[src/sip_pkg.sv]
// Shared types, widths and status codes of the segment intersection block.
package sip_pkg;

    localparam int COORD_BITS = 16;
    localparam int FRAC_BITS  = 16;

    localparam int CW    = COORD_BITS;
    localparam int AW    = CW + 1;
    localparam int PW    = 2 * CW + 1;
    localparam int DPW   = 2 * AW;
    localparam int CCW   = 2 * CW + 2;
    localparam int DW    = 2 * CW + 3;
    localparam int MW    = CCW + AW;
    localparam int NW    = 3 * CW + 4;
    localparam int SW    = NW + FRAC_BITS;
    localparam int QB    = CW + FRAC_BITS + 1;
    localparam int QW    = QB + 1;
    localparam int OUT_W = 32;
    localparam int XW    = (QW > OUT_W) ? QW : OUT_W;

    localparam int QDEPTH = 4;
    localparam int QAW    = 2;

    localparam logic [1:0] ST_HIT = 2'd0;
    localparam logic [1:0] ST_PAR = 2'd1;
    localparam logic [1:0] ST_OUT = 2'd2;

    typedef struct packed {
        logic signed [CW-1:0] ax0;
        logic signed [CW-1:0] ay0;
        logic signed [CW-1:0] ax1;
        logic signed [CW-1:0] ay1;
        logic signed [CW-1:0] bx0;
        logic signed [CW-1:0] by0;
        logic signed [CW-1:0] bx1;
        logic signed [CW-1:0] by1;
    } sip_coords_t;

    typedef struct packed {
        sip_coords_t          crd;
        logic signed [DW-1:0] det;
        logic signed [NW-1:0] nx;
        logic signed [NW-1:0] ny;
        logic                 par;
    } sip_item_t;

    typedef struct packed {
        logic signed [CW-1:0] xa_lo;
        logic signed [CW-1:0] xa_hi;
        logic signed [CW-1:0] ya_lo;
        logic signed [CW-1:0] ya_hi;
        logic signed [CW-1:0] xb_lo;
        logic signed [CW-1:0] xb_hi;
        logic signed [CW-1:0] yb_lo;
        logic signed [CW-1:0] yb_hi;
    } sip_bounds_t;

    typedef struct packed {
        sip_bounds_t   bnd;
        logic          par;
        logic          ovx;
        logic          ovy;
        logic          negx;
        logic          negy;
        logic [DW-1:0] dmag;
        logic [QB-1:0] nlx;
        logic [QB-1:0] nly;
        logic [DW-1:0] rx;
        logic [DW-1:0] ry;
        logic [QB-1:0] qx;
        logic [QB-1:0] qy;
    } sip_bstage_t;

endpackage

[src/sip_queue.sv]
// Short queue between the front pipeline and the divider back end.
module sip_queue (
    input  logic               clk,
    input  logic               rst_n,
    input  logic               wr_valid,
    output logic               wr_ready,
    input  sip_pkg::sip_item_t wr_item,
    output logic               rd_valid,
    input  logic               rd_ready,
    output sip_pkg::sip_item_t rd_item
);
    import sip_pkg::*;

    sip_item_t        mem [0:QDEPTH-1];
    logic [QAW-1:0]   wr_ptr_reg, rd_ptr_reg;
    logic [QAW:0]     count_reg;
    logic             push, pop;

    assign wr_ready = (count_reg != (QAW+1)'(QDEPTH));
    assign rd_valid = (count_reg != '0);
    assign rd_item  = mem[rd_ptr_reg];
    assign push     = wr_valid && wr_ready;
    assign pop      = rd_valid && rd_ready;

    always_ff @(posedge clk or negedge rst_n)
    begin
        if (!rst_n)
        begin
            wr_ptr_reg <= '0;
            rd_ptr_reg <= '0;
            count_reg  <= '0;
        end
        else
        begin
            if (push)
            begin
                wr_ptr_reg <= wr_ptr_reg + 1'b1;
            end
            if (pop)
            begin
                rd_ptr_reg <= rd_ptr_reg + 1'b1;
            end
            if (push && !pop)
            begin
                count_reg <= count_reg + 1'b1;
            end
            else if (pop && !push)
            begin
                count_reg <= count_reg - 1'b1;
            end
        end
    end

    always_ff @(posedge clk)
    begin
        if (push)
        begin
            mem[wr_ptr_reg] <= wr_item;
        end
    end

endmodule

[config.mk]
export PLATFORM = sky130hd
export DESIGN_NAME = sip_queue
export DESIGN_NICKNAME = d
export VERILOG_FILES = /design/src/sip_pkg.sv /design/src/sip_queue.sv
export SDC_FILE = /design/constraint.sdc
export NUM_CORES = 1
export LEC_CHECK = 0
export BUFFER_PORTS_ARGS = -buffer_cell sky130_fd_sc_hd__buf_2
export CAP_MARGIN = 10
export CORE_MARGIN = 2
export CORE_UTILIZATION = 40
export CTS_CLUSTER_DIAMETER = 120
export DETAILED_ROUTE_END_ITERATION = 10
export GPL_ROUTABILITY_DRIVEN = 0
export MAX_ROUTING_LAYER = met4
export PLACE_DENSITY = 0.67
export SLEW_MARGIN = 10
export SYNTH_ARGS = -nofsm -noshare
export SYNTH_HDL_FRONTEND = slang
export SYNTH_SLANG_ARGS = --single-unit
[constraint.sdc]
create_clock -name clk -period 10.3 [get_ports clk]
set_input_delay 1.545 -clock clk [delete_from_list [all_inputs] [get_ports clk]]
set_output_delay 1.545 -clock clk [all_outputs]
set_load 0.01 [all_outputs]
==> parameters.txt <==
Parameter                              Value

Status
  Run status    completed

Worst setup path
  Nature of the critical path endpoint    primary output
  Critical path fanouts, max    91
  R2R depth    5
  Crit start category    flop
  CP Class    flop to primary output
  RR Endpoint    mem[3][114]
  Reg-to-reg slack, setup    6.96 ns
  Worst flop-to-flop path startpoint    count_reg[0]
  Data arrival at the endpoint of the critical path    3.55 ns
  CP endpoint    rd_item[143]
  Required time at the worst-slack endpoint    8.76 ns
  Start point of the critical path    rd_ptr_reg[0]

Logic synthesis
  Total nets after synthesis    1713
  Yosys warning total    0
  Number of unique standard cell types used by synthesis    19
  Mean Syn Cell Area    27.2 µm²
  Post-Synthesis Cells    1435
  Number of synthesized register bits    1079
  Synthesized cell area    39100 µm²
  Post-synthesis sequential area ratio    0.828

Finish
  Layout fillers    7807
  Ratio of cells with drive above 1 in the final layout    0.460
  Number of flip-flops under the largest register name    1072
  Commonest non-fill, non-tap cell in the layout    sky130_fd_sc_hd__edfxtp_1
  Area grow syn2layout    19.4%
  Commonest non-fill, non-tap cells in the layout    sky130_fd_sc_hd__edfxtp_1, sky130_fd_sc_hd__buf_2, sky130_fd_sc_hd__mux4_2
  Net count reported at finish    2321

STA
  Least-Margin Pin Slew    1.33 ns
  Finish-stage setup viols    0
  Final period utilization    0.494
  Number of max-slew violations in the final report    0
  Headroom to the max-slew limit    0.115
  Crit path time final    5.09 ns
  Unrepaired setup endpoints after global routing    no
  Max Fclk    196 MHz
  Worst clock skew    0.0121 ns
  Endpoints failing hold    0
  Final setup TNS    0 ns

Route
  Post-detailed-route via-to-cell ratio    5.06
  Detailed-route DRC error count    0
  Count of routing violations after the opening detailed-route iteration    1246
  First-pass iteration count of the detailed router    4
  Drt total wl    78600 µm
  Vias    17.4k
  Antenna-violating nets left    0
  Detail-routed net length per standard cell    22.9 µm

Job
  Max-Cap Viols    0

Pwr
  Largest voltage drop on the vdd net    243 µV
  Power density over the cells    292 nW/µm²
  Total power consumption of the routed design    13.6 mW
  Leak pwr    15.6 nW

Floorplanning
  Core area    96700 µm²
  DIE AREA    100000 µm²
  Initial Utilization    0.404
  Overall die height    317 µm
  I/O pin total    542
  Chip width    317 µm
  Cell row count    114

CTS
  CTS HTree Levels    3
  Post-CTS setup buffer count    0
  Clock-pin slew on the worst setup and hold paths    0.06 ns
  CTS tree    done
  Clk root buf    sky130_fd_sc_hd__clkbuf_16
  Hold_buf cts    0
  Clock buffer count from CTS    107
  Clock sinks    1079
  Number of buffers between clock root and the deepest sink    3
  CTS resizes    0
  Clock latency reported for the late side of the worst-skew pair    0.66 ns

Global route
  Overflow left after global routing    0
  All-layer global routing usage    0.160
  Pin count of the biggest net entering global routing    149
  Number of antenna violations at the first check in global routing    27
  Wire length of the first global-routing pass    116000 µm
  Vias in the first global route    18.7k

Place
  Final HPWL from detailed placement    48000 µm
  I/O Buffers    541

Hold path
  Hold/Removal Path Class    flop to flop
## stage by stage
stage | utilization | std cells | area (µm²) | setup slack [ns] | hold WS (ns)
final | 0.482 | 3438 | 46600 | 5.21 | 0.535
after global routing | 0.482 | 3435 | 46600 | 4.86 | 0.557
after CTS | 0.482 | 3411 | 46600 | 5.04 | 0.534
after detailed placement | 0.446 | 3210 | 43200 | 5.81 | 0.526
after global placement | 0.446 | 3210 | 43200 | 5.82 | 0.513
after floorplan | - | 1435 | 39100 | 1.70 | 0.493
## metal layers
layer / GRT usage / vias up / routed length [µm]
li1: - / 7545 / -
met1: 0.188 / 9164 / 29700
met2: 0.258 / 566 / 40000
met3: 0.0590 / 106 / 7480
met4: 0.0482 / 0 / 1450
met5: - / - / 0
## synthesized netlist by cell type
master	number	area (µm²)
sky130_fd_sc_hd__clkbuf_1	6	22.5
sky130_fd_sc_hd__nand3_1	1	5.00
sky130_fd_sc_hd__xnor2_1	4	35.0
sky130_fd_sc_hd__xor2_1	2	17.5
sky130_fd_sc_hd__dfrtp_1	7	175
sky130_fd_sc_hd__and2_1	4	25.0
sky130_fd_sc_hd__fa_1	1	20.0
sky130_fd_sc_hd__or3_1	1	6.26
sky130_fd_sc_hd__mux4_2	268	6040
sky130_fd_sc_hd__ha_1	5	62.6
sky130_fd_sc_hd__buf_4	1	7.51
sky130_fd_sc_hd__nor2_1	2	7.51
sky130_fd_sc_hd__edfxtp_1	1072	32200
sky130_fd_sc_hd__buf_6	23	259
sky130_fd_sc_hd__a21boi_2	1	11.3
sky130_fd_sc_hd__mux2_2	2	22.5
sky130_fd_sc_hd__buf_2	30	150
sky130_fd_sc_hd__inv_1	3	11.3
sky130_fd_sc_hd__nand2_1	2	7.51
## kinds of logic (layout without fill, tap and decap cells)
group           count (synthesis)  in the layout  synth area share
compound gates                  1              1          0.000288
fa+ha+maj                       6              6           0.00211
xor+xnor                        6              6           0.00134
other cells                     0             27                 0
flops                        1079           1079             0.828
buf+inv                        63            763            0.0115
simple gates                   10             10           0.00131
mux                           270            270             0.155
## where the power goes
| group | leakage (nW) | internal, mW | switching [mW] |
|---|---|---|---|
| clock network | 1.65 | 2.14 | 1.57 |
| logic | 4.07 | 1.70 | 2.16 |
| registers | 9.90 | 5.81 | 0.220 |
## critical path, stage by stage, from the launching register on
cell and delay [ns]:
sky130_fd_sc_hd__dfrtp_4 0.40, sky130_fd_sc_hd__buf_4 0.81, sky130_fd_sc_hd__buf_12 0.65, sky130_fd_sc_hd__mux4_2 0.64, sky130_fd_sc_hd__buf_2 0.17
## area by class of cell
class	count	area [µm²]	area share
Sequential cell	1079	32400	0.694
Timing Repair Buffer	559	2930	0.0628
Clock buffer	127	2800	0.0599
Multi-Input combinational cell	293	6270	0.134
Inverter	3	11.3	0.000241
Tap cell	1276	1600	0.0342
Clock inverter	74	593	0.0127
Antenna cell	27	67.6	0.00145
## how the worst min path moves through the flow
stage / start / to / slack [ns] / cells past startpoint
after global placement: count_reg[2] / count_reg[2] / 0.51 / 1
after global routing: count_reg[2] / count_reg[2] / 0.56 / 1
after floorplan: count_reg[2] / count_reg[2] / 0.49 / 1
after detailed placement: count_reg[2] / count_reg[2] / 0.53 / 1
final: count_reg[2] / count_reg[2] / 0.53 / 1
after CTS: count_reg[2] / count_reg[2] / 0.53 / 1
(Power assumes the default switching activity.)
